<file path="src/rtl/core/msu_pkg.sv">
// shared types and constants for the motor supervisor stall and unwrap unit
`default_nettype none
package msu_pkg;

  localparam int AngleWidth        = 48;
  localparam int StallClearCurrent = 1000;
  localparam int SingleWidth       = 19;
  localparam int RawWidth          = 13;
  localparam int CountWidth        = 16;
  localparam int CfgIndexWidth     = 3;
  localparam int CfgDataWidth      = 16;

  localparam logic [SingleWidth-1:0] FullCounts = SingleWidth'(8192);
  localparam logic [SingleWidth:0]   FullDegQ10 = (SingleWidth+1)'(368640);
  localparam logic [SingleWidth-1:0] DegPerCount = SingleWidth'(45);

  typedef enum logic [1:0] {
    MODE_TICK     = 2'd0,
    MODE_RELAX    = 2'd1,
    MODE_ACTIVATE = 2'd2
  } mode_t;

  typedef enum logic [CfgIndexWidth-1:0] {
    CFG_STALL_EN      = 3'd0,
    CFG_STALL_CURRENT = 3'd1,
    CFG_STALL_TICKS   = 3'd2,
    CFG_DEGREE_MODE   = 3'd3,
    CFG_MULTITURN     = 3'd4,
    CFG_ENC_OFFSET    = 3'd5,
    CFG_TIMEOUT       = 3'd6
  } cfg_index_t;

  typedef struct packed {
    logic [1:0]           mode;
    logic                 force_req;
    logic [31:0]          now_ms;
    logic [31:0]          last_online_ms;
    logic signed [15:0]   motor_current;
    logic [RawWidth-1:0]  raw_angle;
  } in_t;

  typedef struct packed {
    logic                          motor_enabled;
    logic                          drive_allowed;
    logic                          timeout_error;
    logic                          stall_error;
    logic                          disable_pulse;
    logic                          enable_pulse;
    logic [SingleWidth-1:0]        single_angle;
    logic signed [AngleWidth-1:0]  total_angle;
  } out_t;

  typedef struct packed {
    logic                 stall_detect_enable;
    logic [14:0]          stall_current_limit;
    logic [13:0]          stall_tick_limit;
    logic                 degree_mode;
    logic                 multiturn_enable;
    logic [RawWidth-1:0]  encoder_offset;
    logic [15:0]          offline_timeout_ms;
  } cfg_t;

  typedef struct packed {
    logic [1:0]              mode;
    logic                    force_req;
    logic                    timed_out;
    logic                    mag_high;
    logic                    mag_low;
    logic [SingleWidth-1:0]  angle;
  } item_t;

endpackage
`default_nettype wire

</file>
<file path="src/rtl/core/msu_front.sv">
// input decode: timeout and current compares, encoder angle conversion
`default_nettype none
module msu_front import msu_pkg::*; (
  input  var in_t   data,
  input  var cfg_t  cfg,
  output var item_t item
);

  logic [31:0]          elapsed;
  logic [16:0]          mag;
  logic [RawWidth-1:0]  rel;
  logic [SingleWidth-1:0] deg;

  always_comb begin
    elapsed = data.now_ms - data.last_online_ms;
    if (data.motor_current[15]) begin
      mag = 17'd0 - {data.motor_current[15], data.motor_current};
    end else begin
      mag = {1'b0, data.motor_current};
    end
    // 13-bit subtract wraps modulo one turn
    rel = data.raw_angle - cfg.encoder_offset;
    deg = SingleWidth'(rel) * DegPerCount;

    item.mode      = data.mode;
    item.force_req = data.force_req;
    item.timed_out = elapsed > {16'd0, cfg.offline_timeout_ms};
    item.mag_high  = mag > {2'b00, cfg.stall_current_limit};
    item.mag_low   = mag < 17'(StallClearCurrent);
    item.angle     = cfg.degree_mode ? deg : SingleWidth'(data.raw_angle);
  end

endmodule
`default_nettype wire

</file>
<file path="src/rtl/core/motor_supervisor_stall_unwrap_unit.sv">
// top level: motor supervisor with offline timeout, stall detection and angle unwrapping
// path: input is accepted into the decode register, its result into the result register
// throughput: one transaction per cycle; a decode register and the result register
//   let a new transaction in while a result waits on out_stall, else in_stall is raised
// reset: rst clears all supervisor state, angles and flags; configuration returns to
//   stall off, limit 10000, 100 ticks, count units, single turn, offset 0, 500 ms timeout
`default_nettype none
module motor_supervisor_stall_unwrap_unit import msu_pkg::*; (
  input  var logic                      clk,
  input  var logic                      rst,
  input  var logic                      in_valid,
  output var logic                      in_stall,
  input  var in_t                       in_data,
  output var logic                      out_valid,
  input  var logic                      out_stall,
  output var out_t                      out_data,
  input  var logic                      cfg_valid,
  output var logic                      cfg_ready,
  input  var logic [CfgIndexWidth-1:0]  cfg_index,
  input  var logic [CfgDataWidth-1:0]   cfg_data
);

  cfg_t  cfg;
  item_t front_item;
  item_t item;
  logic  item_valid;
  logic  advance;

  logic                   relaxed, force_hold, timeout_flag, stall_flag;
  logic [CountWidth-1:0]  stall_counter;
  logic [SingleWidth-1:0] previous_angle, single_angle_reg;
  logic [AngleWidth-1:0]  accumulated_angle;

  logic                   relaxed_next, force_hold_next, timeout_flag_next, stall_flag_next;
  logic [CountWidth-1:0]  stall_counter_next;
  logic [SingleWidth-1:0] previous_angle_next, single_angle_reg_next;
  logic [AngleWidth-1:0]  accumulated_angle_next;
  logic                   pulse_off, pulse_on, do_angle;

  logic [CountWidth-1:0]  cnt_inc;
  logic [16:0]            clear_limit;
  logic signed [21:0]     delta;
  logic signed [21:0]     full;

  assign cfg_ready = 1'b1;
  assign advance   = !out_valid || !out_stall;
  assign in_stall  = item_valid && !advance;

  msu_front u_front (
    .data (in_data),
    .cfg  (cfg),
    .item (front_item)
  );

  always_ff @(posedge clk) begin
    if (rst) begin
      cfg.stall_detect_enable <= 1'b0;
      cfg.stall_current_limit <= 15'd10000;
      cfg.stall_tick_limit    <= 14'd100;
      cfg.degree_mode         <= 1'b0;
      cfg.multiturn_enable    <= 1'b0;
      cfg.encoder_offset      <= '0;
      cfg.offline_timeout_ms  <= 16'd500;
    end else if (cfg_valid) begin
      case (cfg_index_t'(cfg_index))
        CFG_STALL_EN:      cfg.stall_detect_enable <= cfg_data[0];
        CFG_STALL_CURRENT: cfg.stall_current_limit <= cfg_data[14:0];
        CFG_STALL_TICKS:   cfg.stall_tick_limit    <= cfg_data[13:0];
        CFG_DEGREE_MODE:   cfg.degree_mode         <= cfg_data[0];
        CFG_MULTITURN:     cfg.multiturn_enable    <= cfg_data[0];
        CFG_ENC_OFFSET:    cfg.encoder_offset      <= cfg_data[RawWidth-1:0];
        CFG_TIMEOUT:       cfg.offline_timeout_ms  <= cfg_data[15:0];
        default: ;
      endcase
    end
  end

  // next supervisor state for the transaction in the decode register
  always_comb begin
    relaxed_next           = relaxed;
    force_hold_next        = force_hold;
    timeout_flag_next      = timeout_flag;
    stall_flag_next        = stall_flag;
    stall_counter_next     = stall_counter;
    previous_angle_next    = previous_angle;
    single_angle_reg_next  = single_angle_reg;
    accumulated_angle_next = accumulated_angle;
    pulse_off              = 1'b0;
    pulse_on               = 1'b0;
    do_angle               = 1'b0;
    cnt_inc                = stall_counter + CountWidth'(1);
    clear_limit            = 17'(cfg.stall_tick_limit) * 17'd5;
    full                   = cfg.degree_mode ? 22'(FullDegQ10) : 22'(FullCounts);
    delta                  = 22'(previous_angle) - 22'(item.angle);

    case (mode_t'(item.mode))
      MODE_TICK: begin
        if (item.timed_out) begin
          if (!relaxed_next) begin
            relaxed_next = 1'b1;
            pulse_off    = 1'b1;
          end
          timeout_flag_next = 1'b1;
        end else begin
          do_angle = 1'b1;
          if (timeout_flag) begin
            if (relaxed_next && !force_hold_next) begin
              relaxed_next    = 1'b0;
              force_hold_next = 1'b0;
              pulse_on        = 1'b1;
            end
            timeout_flag_next = 1'b0;
          end
          if (cfg.stall_detect_enable) begin
            if (stall_flag) begin
              if (item.mag_low) begin
                stall_counter_next = cnt_inc;
                if ({1'b0, cnt_inc} == clear_limit) begin
                  if (relaxed_next && !force_hold_next) begin
                    relaxed_next    = 1'b0;
                    force_hold_next = 1'b0;
                    pulse_on        = 1'b1;
                  end
                  stall_flag_next    = 1'b0;
                  stall_counter_next = '0;
                end
              end else begin
                stall_counter_next = '0;
                do_angle           = 1'b0;
              end
            end else begin
              if (item.mag_high) begin
                stall_counter_next = cnt_inc;
                if (cnt_inc == CountWidth'(cfg.stall_tick_limit)) begin
                  if (!relaxed_next) begin
                    relaxed_next = 1'b1;
                    pulse_off    = 1'b1;
                  end
                  stall_flag_next    = 1'b1;
                  stall_counter_next = '0;
                  do_angle           = 1'b0;
                end
              end else begin
                stall_counter_next = '0;
              end
            end
          end
        end
      end
      MODE_RELAX: begin
        if (item.force_req) begin
          force_hold_next = 1'b1;
        end
        if (!relaxed) begin
          relaxed_next = 1'b1;
          pulse_off    = 1'b1;
        end
      end
      MODE_ACTIVATE: begin
        if (relaxed && (!force_hold || item.force_req)) begin
          relaxed_next    = 1'b0;
          force_hold_next = 1'b0;
          pulse_on        = 1'b1;
        end
      end
      default: ;
    endcase

    // shortest-path unwrap into the multi-turn accumulator; single turn copies the angle
    if (do_angle) begin
      single_angle_reg_next = item.angle;
      if (cfg.multiturn_enable) begin
        if ((delta <<< 1) > full) begin
          delta = delta - full;
        end
        if ((delta <<< 1) < -full) begin
          delta = delta + full;
        end
        accumulated_angle_next = accumulated_angle - AngleWidth'(delta);
        previous_angle_next    = item.angle;
      end else begin
        accumulated_angle_next = AngleWidth'(item.angle);
      end
    end
  end

  always_ff @(posedge clk) begin
    if (rst) begin
      item_valid        <= 1'b0;
      out_valid         <= 1'b0;
      relaxed           <= 1'b0;
      force_hold        <= 1'b0;
      timeout_flag      <= 1'b0;
      stall_flag        <= 1'b0;
      stall_counter     <= '0;
      previous_angle    <= '0;
      single_angle_reg  <= '0;
      accumulated_angle <= '0;
    end else begin
      if (!in_stall) begin
        item_valid <= in_valid;
      end
      if (advance) begin
        out_valid <= item_valid;
      end
      if (item_valid && advance) begin
        relaxed           <= relaxed_next;
        force_hold        <= force_hold_next;
        timeout_flag      <= timeout_flag_next;
        stall_flag        <= stall_flag_next;
        stall_counter     <= stall_counter_next;
        previous_angle    <= previous_angle_next;
        single_angle_reg  <= single_angle_reg_next;
        accumulated_angle <= accumulated_angle_next;
      end
    end
  end

  // payload registers
  always_ff @(posedge clk) begin
    if (!in_stall && in_valid) begin
      item <= front_item;
    end
    if (item_valid && advance) begin
      out_data.motor_enabled <= !relaxed_next;
      out_data.drive_allowed <= !relaxed_next && !timeout_flag_next && !stall_flag_next;
      out_data.timeout_error <= timeout_flag_next;
      out_data.stall_error   <= stall_flag_next;
      out_data.disable_pulse <= pulse_off;
      out_data.enable_pulse  <= pulse_on;
      out_data.single_angle  <= single_angle_reg_next;
      out_data.total_angle   <= accumulated_angle_next;
    end
  end

endmodule
`default_nettype wire

</file>
<file path="config.mk">
export PLATFORM = sky130hd
export DESIGN_NAME = motor_supervisor_stall_unwrap_unit
export DESIGN_NICKNAME = d
export VERILOG_FILES = /design/src/rtl/core/msu_pkg.sv /design/src/rtl/core/msu_front.sv /design/src/rtl/core/motor_supervisor_stall_unwrap_unit.sv
export SDC_FILE = /design/constraint.sdc
export NUM_CORES = 1
export LEC_CHECK = 0
export BUFFER_PORTS_ARGS = -buffer_cell sky130_fd_sc_hd__clkbuf_2
export CORE_ASPECT_RATIO = 0.9
export CORE_MARGIN = 4
export CORE_UTILIZATION = 50
export CTS_BUF_LIST = sky130_fd_sc_hd__clkbuf_8 sky130_fd_sc_hd__clkbuf_16
export DETAILED_ROUTE_END_ITERATION = 10
export PLACE_DENSITY_LB_ADDON = 0.3
export SLEW_MARGIN = 20
export SYNTH_ARGS = -nofsm -noshare
export SYNTH_HDL_FRONTEND = slang
export SYNTH_SLANG_ARGS = --single-unit
</file>
<file path="constraint.sdc">
create_clock -name clk -period 18 [get_ports clk]
set_input_delay 2.7 -clock clk [delete_from_list [all_inputs] [get_ports clk]]
set_output_delay 2.7 -clock clk [all_outputs]
set_load 0.01 [all_outputs]
</file>
# Word-level counts from Yosys, hierarchy flattened
# Index checks and enable logic that the tools add are counted.
[totals]
register_bits = 267
input_bits = 120
output_inout_bits = 76
[classes]
n_addsub = 9
multipliers = 2
order_cmp = 5
eq_ne = 13
muxes = 79
bitwise_logic = 1
n_reduce_logical = 32
[ops]
columns = ["cell", "count"]
rows = [
  ["$mux W22", 6],
  ["$mux W48", 2],
  ["$mux W16", 5],
  ["$mux W1", 58],
  ["$sub A48 B48 Y48", 1],
  ["$mux W19", 2],
  ["$gt A32 B16 Y1", 1],
  ["$sub A32 B32 Y32", 1],
  ["$add A22 B20 Y22", 1],
  ["$lt A22 B22 Y1", 1],
  ["$neg A19 Y22", 1],
  ["$gt A21 B20 Y1", 1],
  ["$sub A20 B20 Y21", 1],
  ["$sub A19 B19 Y20", 1],
  ["$mul A13 B6 Y19 const B", 1],
  ["$eq A16 B17 Y1", 1],
  ["$gt A17 B15 Y1", 1],
  ["$lt A17 B10 Y1 const B", 1],
  ["$mul A14 B3 Y17 const B", 1],
  ["$mux W17", 1],
  ["$sub A1 B16 Y17 const A", 1],
  ["$add A16 B1 Y16 const B", 1],
  ["$eq A16 B14 Y1", 1],
  ["$reduce_and A2 Y1", 7],
  ["20 further kinds", 43],
]

# Depth between registers and ports, before layout
[depth]
word_depth = 18
depth_mapped = 46
ltp_nobuf = 43

# By module
# A second synthesis with hierarchy kept.
[unflattened]
cells_unflattened = 2637
hier_area_um2 = 21164.0
[modules_own_cells]
columns = ["mod", "instances", "cells_per_inst", "area_per_inst_um2"]
rows = [
  ["motor_supervisor_stall_unwrap_unit", 1, 1892, 15778.9],
  ["msu_front", 1, 745, 5385.2],
]

# Least setup slack after synthesis
# No wires, ideal clock.
[synth_timing]
kind = "register -> register"
from = "reg item[0] (netlist name)"
to = "reg out_data[38] (netlist name), data pin"
setup_ns = 0.256
arrival_time_ns = 8.222
setup_slack_ns = 9.522
path_stages_with_launch = 42
period_less_slack_ns = 8.478
path_cell_list = "edfxtp_1 > ha_1 > inv_1 > fa_1 > a211oi_4 > o21ai_2 > a211o_1 > a21oi_1 > xor2_1 > inv_1 > ha_1 > nand4_1 > nor4_1 > and4_1 > nand4_1 > nor4_1 > o21ai_2 > and2_4 > [... 6 more ...] > buf_2 > nand2b_1 > clkbuf_1 > xor2_1 > ha_1 > clkbuf_1 > nand3_1 > nor3_1 > o31ai_1 > a21oi_1 > or2_1 > nor3_1 > nand2_1 > or4_1 > a21o_1 > o21ai_1 > mux2_2 > a22o_1"
[synth_between]
elab_chain_len = 12
word_cells_on_any_way = 14
[synth_lines]
columns = ["item", "line_no", "rtl"]
rows = [
  ["start, declared", "motor_supervisor_stall_unwrap_unit.sv:25", "item_t item;"],
  ["start signal, assigned", "motor_supervisor_stall_unwrap_unit.sv:222", "item <= front_item;"],
  ["$sub A19 B19 Y20 *", "motor_supervisor_stall_unwrap_unit.sv:94", "delta = 22'(previous_angle) - 22'(item.angle);"],
  ["$sub A20 B20 Y21 / $gt A21 B20 Y1 (equally long branches)", "motor_supervisor_stall_unwrap_unit.sv:174, motor_supervisor_stall_unwrap_unit.sv:173", ""],
  ["$mux W22 *", "motor_supervisor_stall_unwrap_unit.sv:173", "if ((delta <<< 1) > full) begin"],
  ["$mux W22 *", "motor_supervisor_stall_unwrap_unit.sv:172", "if (cfg.multiturn_enable) begin"],
  ["$mux W22 *", "motor_supervisor_stall_unwrap_unit.sv:170", "if (do_angle) begin"],
  ["$add A22 B20 Y22 / $lt A22 B22 Y1 (equally long branches)", "motor_supervisor_stall_unwrap_unit.sv:177, motor_supervisor_stall_unwrap_unit.sv:176", ""],
  ["$mux W22 *", "motor_supervisor_stall_unwrap_unit.sv:176", "if ((delta <<< 1) < -full) begin"],
  ["$mux W22 *", "motor_supervisor_stall_unwrap_unit.sv:172", ""],
  ["$mux W22 *", "motor_supervisor_stall_unwrap_unit.sv:170", ""],
  ["$sub A48 B48 Y48 *", "motor_supervisor_stall_unwrap_unit.sv:179", "accumulated_angle_next = accumulated_angle - AngleWidth'(delta);"],
  ["$mux W48 *", "motor_supervisor_stall_unwrap_unit.sv:172", ""],
  ["$mux W48 *", "motor_supervisor_stall_unwrap_unit.sv:170", ""],
  ["via accumulated_angle_next[38]", "motor_supervisor_stall_unwrap_unit.sv:37", "logic [AngleWidth-1:0] accumulated_angle_next;"],
  ["end, declared", "motor_supervisor_stall_unwrap_unit.sv:16", "output var out_t out_data,"],
]
# The timed path passes the listed nets; every way through them passes the cells marked *. The select of a mux whose other input is x is not followed.
# A chain may end at the register's enable or synchronous reset.

# Final worst setup path
# Same ends and word-level chain as after synthesis.

==> impl_metrics.env <==
export IMPL_largest_register="out_data"
export IMPL_ant_nets=0
export IMPL_finish_instance_area_um2=22630
export IMPL_cts_setup_buffers=0
export IMPL_grt_antenna_before_repair=0
export IMPL_cp_num_buf_inv=2
export IMPL_max_cap_violations=0
export IMPL_clockBufferDepth=3
export IMPL_tritoncts_clock_tree="yes"
export IMPL_numCtsBuffers=31
export IMPL_static_leakage_power_uw=0.009805
export IMPL_power_density_nw_per_um2=83.76
export IMPL_timing_final_crit_period_ns=9.895
export IMPL_r2r_end="out_data[38]"
export IMPL_clkTransAtPathRegs_ns=0.06
export IMPL_finalHoldViolCount=0
export IMPL_reg_largest_list="out_data (73), cfg (61), accumulated_angle (48)"
export IMPL_seqCellArea_um2=6327
export IMPL_coreArea_um2=39710
export IMPL_slowest_delay_ns=0.76
export IMPL_fillerInstances=3605
export IMPL_clock_sink_count=267
export IMPL_area_growth_syn_to_layout_pct=11.93
export IMPL_worst_r2r_setup_slack_ns=8.10
export IMPL_fp_dieH_um=198.8
export IMPL_top_cell_by_count_worst_path="sky130_fd_sc_hd__ha_1"
export IMPL_synthesis_instances=2465
export IMPL_finalSetupViolCount=0
export IMPL_drt_iter0_drc=1467
export IMPL_number_of_enable_flip_flop_cells_after_synthesis=98
export IMPL_ys_warnings_count=0
export IMPL_fin_tns_setup_ns=0
export IMPL_grt_pass1_vias=17030
export IMPL_postCtsHoldBufs=0
export IMPL_io_buffers=194
export IMPL_avgRoutedWirePerCell_um=16.60
export IMPL_io_pin_count=196
export IMPL_yosys_top_cells_area="sky130_fd_sc_hd__dfxtp_1 17%, sky130_fd_sc_hd__edfxtp_1 15%, sky130_fd_sc_hd__ha_1 12%"
export IMPL_worst_hold_path_type="reg -> reg"
export IMPL_globalRouteTotalUtil=0.2355
export IMPL_detailroute_via_count=17900
export IMPL_fmax_mhz=101.1
export IMPL_timing_worst_slew_pin_value_ns=1.057
export IMPL_cp_start_kind="flop"
export IMPL_r2r_worst_path_cells=36
export IMPL_antenna_cells_inserted=0
export IMPL_placed_cell_area_um2=21570
export IMPL_clk_insertion_delay_late_ns=0.59
export IMPL_finClkSkew_ns=0.02138
export IMPL_firstDrtPassIters=5
export IMPL_ys_types=96
export IMPL_biggest_fanout_along_the_worst_timing_path=12
export IMPL_cp_top_family="compound AO/OA/AOI/OAI gates"
export IMPL_cts_root_buf="sky130_fd_sc_hd__clkbuf_16"
export IMPL_finish_cell_count_without_fillers=3159
export IMPL_grt_pass1_wl_um=85120
export IMPL_place_congestion=0.9517
export IMPL_synth_area_um2=20220
export IMPL_syn_area_per_cell_um2=8.204
export IMPL_num_nets_final=2940
export IMPL_area_of_the_multi_input_gates_um2=12780
export IMPL_async_reset_ff_frac=0
export IMPL_row_count=69
export IMPL_drive_above_1_share=0.1233
export IMPL_number_of_max_slew_violations_in_the_final_report=0
export IMPL_vias_per_cell=5.665
export IMPL_yosys_register_bits=267
export IMPL_die_width_um=220.0
export IMPL_netlist_area_leader_share=0.1673
export IMPL_cell_type_contributing_the_most_total_cell_area_after_synthesis="sky130_fd_sc_hd__dfxtp_1"
export IMPL_ys_seq_area_frac=0.3128
export IMPL_global_route_overflow_total=0
export IMPL_drc_errors=0
export IMPL_maxSlewHeadroom=0.2947
export IMPL_place_detailed_hpwl_um=39930
export IMPL_timing_rr_start="item[0]"
export IMPL_highest_delay_cell_along_the_critical_path="sky130_fd_sc_hd__o21ai_1"
export IMPL_largest_register_ff_count=73
export IMPL_worst_ir_drop_vdd_v=0.00007409
export IMPL_overall_die_area_um2=43730
export IMPL_setup_repair_after_global_routing_missed_its_margin="false"
export IMPL_worst_setup_path_type="reg -> reg"
export IMPL_initial_utilization=0.5092
export IMPL_postSynth_topFlopCell="sky130_fd_sc_hd__dfxtp_1"
export IMPL_hold_path_startpoint="cfg[27]"
export IMPL_cp_end_kind="flop"
export IMPL_final_routed_wirelength_across_all_metal_layers_um=52450
export IMPL_final_min_period_over_clock_period=0.5497
export IMPL_crit_arrival_ns=10.24
export IMPL_status="completed"
export IMPL_min_delay_path_depth=2
export IMPL_mappedNetlistNets=2803
export IMPL_grt_max_degree=86
export IMPL_min_delay_worst_endpoint="cfg[27]"
export IMPL_dp_cells=3101
export IMPL_cts_resized=0
export IMPL_fin_util=0.5699
export IMPL_cp_data_required_time_ns=18.34
export IMPL_h_tree_depth=1
[cell usage after synthesis (all sizes together), types with 8 or more instances]
cell type,n
inv,190
a21o,47
nand2b,33
o31ai,19
a22oi,13
dfxtp,169
mux2,21
nor3,58
and3,18
nand2,341
buf,18
xnor2,94
nor4,21
mux2i,44
a21boi,10
and4,8
a21oi,199
o21bai,16
and2,21
or3,16
nor2b,35
ha,193
o21ai,148
a22o,8
o21a,26
clkbuf,86
fa,25
nor2,202
a31oi,17
edfxtp,98
o211ai,17
nand4,28
a211oi,9
a31o,8
or4,12
nand3,59
xor2,45
[metrics by stage]
stage,worst slack (ns),hold slack [ns],power [uW]
2_1_floorplan,9.522,0.4363,1120
3_3_place_gp,8.413,0.4425,1229
3_5_place_dp,8.108,0.4499,1247
4_1_cts,8.114,0.4573,1910
5_1_grt,7.188,0.4796,2015
6_report,8.105,0.4537,1896
[area by class of cell]
class,instances,share of cell area
multi-input cells,1903,0.5645
clock buffers,33,0.03549
flip-flops and latches,267,0.2795
well taps,532,0.02941
clock inverters,25,0.01166
repair buffers,208,0.04765
inverters,191,0.03179
[layout by cell type (no fill, tap or decap), types with 21 or more instances in the layout]
master	Yosys	routed
sky130_fd_sc_hd__nor3_1	58	58
sky130_fd_sc_hd__fa_1	25	25
sky130_fd_sc_hd__a21o_1	46	46
sky130_fd_sc_hd__clkbuf_2	1	193
sky130_fd_sc_hd__o21ai_0	133	133
sky130_fd_sc_hd__mux2_2	21	21
sky130_fd_sc_hd__inv_1	188	196
sky130_fd_sc_hd__nor2b_1	34	33
sky130_fd_sc_hd__nand2_1	339	337
sky130_fd_sc_hd__xnor2_1	94	94
sky130_fd_sc_hd__ha_1	193	193
sky130_fd_sc_hd__nor2_1	201	200
sky130_fd_sc_hd__mux2i_1	44	44
sky130_fd_sc_hd__clkbuf_16	0	31
sky130_fd_sc_hd__a21oi_1	198	198
sky130_fd_sc_hd__nand2b_1	33	33
sky130_fd_sc_hd__edfxtp_1	98	98
sky130_fd_sc_hd__nand4_1	28	28
sky130_fd_sc_hd__nand3_1	57	57
sky130_fd_sc_hd__dfxtp_1	169	168
sky130_fd_sc_hd__xor2_1	45	45
sky130_fd_sc_hd__o21a_1	25	25
[how the worst max path moves through the flow]
stage	from	endpoint	slack [ns]	cells after the start
floorplan	item[0]	out_data[38]	9.52	41
global placement	item[2]	out_data[38]	8.41	38
detailed placement	item[0]	out_data[38]	8.11	36
CTS	item[0]	out_data[38]	8.11	36
global route	item[5]	out_data[42]	7.19	37
finish	item[0]	out_data[38]	8.10	36
[where the power goes]
| group | switching (uW) | internal (uW) | total, uW |
|---|---|---|---|
| combinational | 322 | 256 | 578 |
| sequential | 12.8 | 647 | 660 |
| clock | 263 | 394 | 658 |
[kinds of logic after synthesis]
logic type | share of synthesized area
flip-flops | 0.3128
multiplexers | 0.03347
AO/OA/AOI/OAI | 0.1893
adder cells (fa/ha/maj) | 0.1442
buffers and inverters | 0.05612
AND/OR/NAND/NOR | 0.2037
XOR/XNOR | 0.06020
other | 0.0001854
[layer usage]
| metal | vias up | track usage | wire, um |
|---|---|---|---|
| met3 | 64 | 0.03971 | 3305 |
| met1 | 8363 | 0.3206 | 23950 |
| met5 | - | 0 | 0 |
| met4 | 0 | 0.04512 | 944 |
| li1 | 8958 | - | - |
| met2 | 510 | 0.3991 | 24250 |
[worst min-delay path, cell delays in order, from the launching register on]
cell and delay, ns:
sky130_fd_sc_hd__dfxtp_1 0.31, sky130_fd_sc_hd__nand2_1 0.05, sky130_fd_sc_hd__a21oi_1 0.05
No activity file was read; power rests on OpenSTA's default activity.
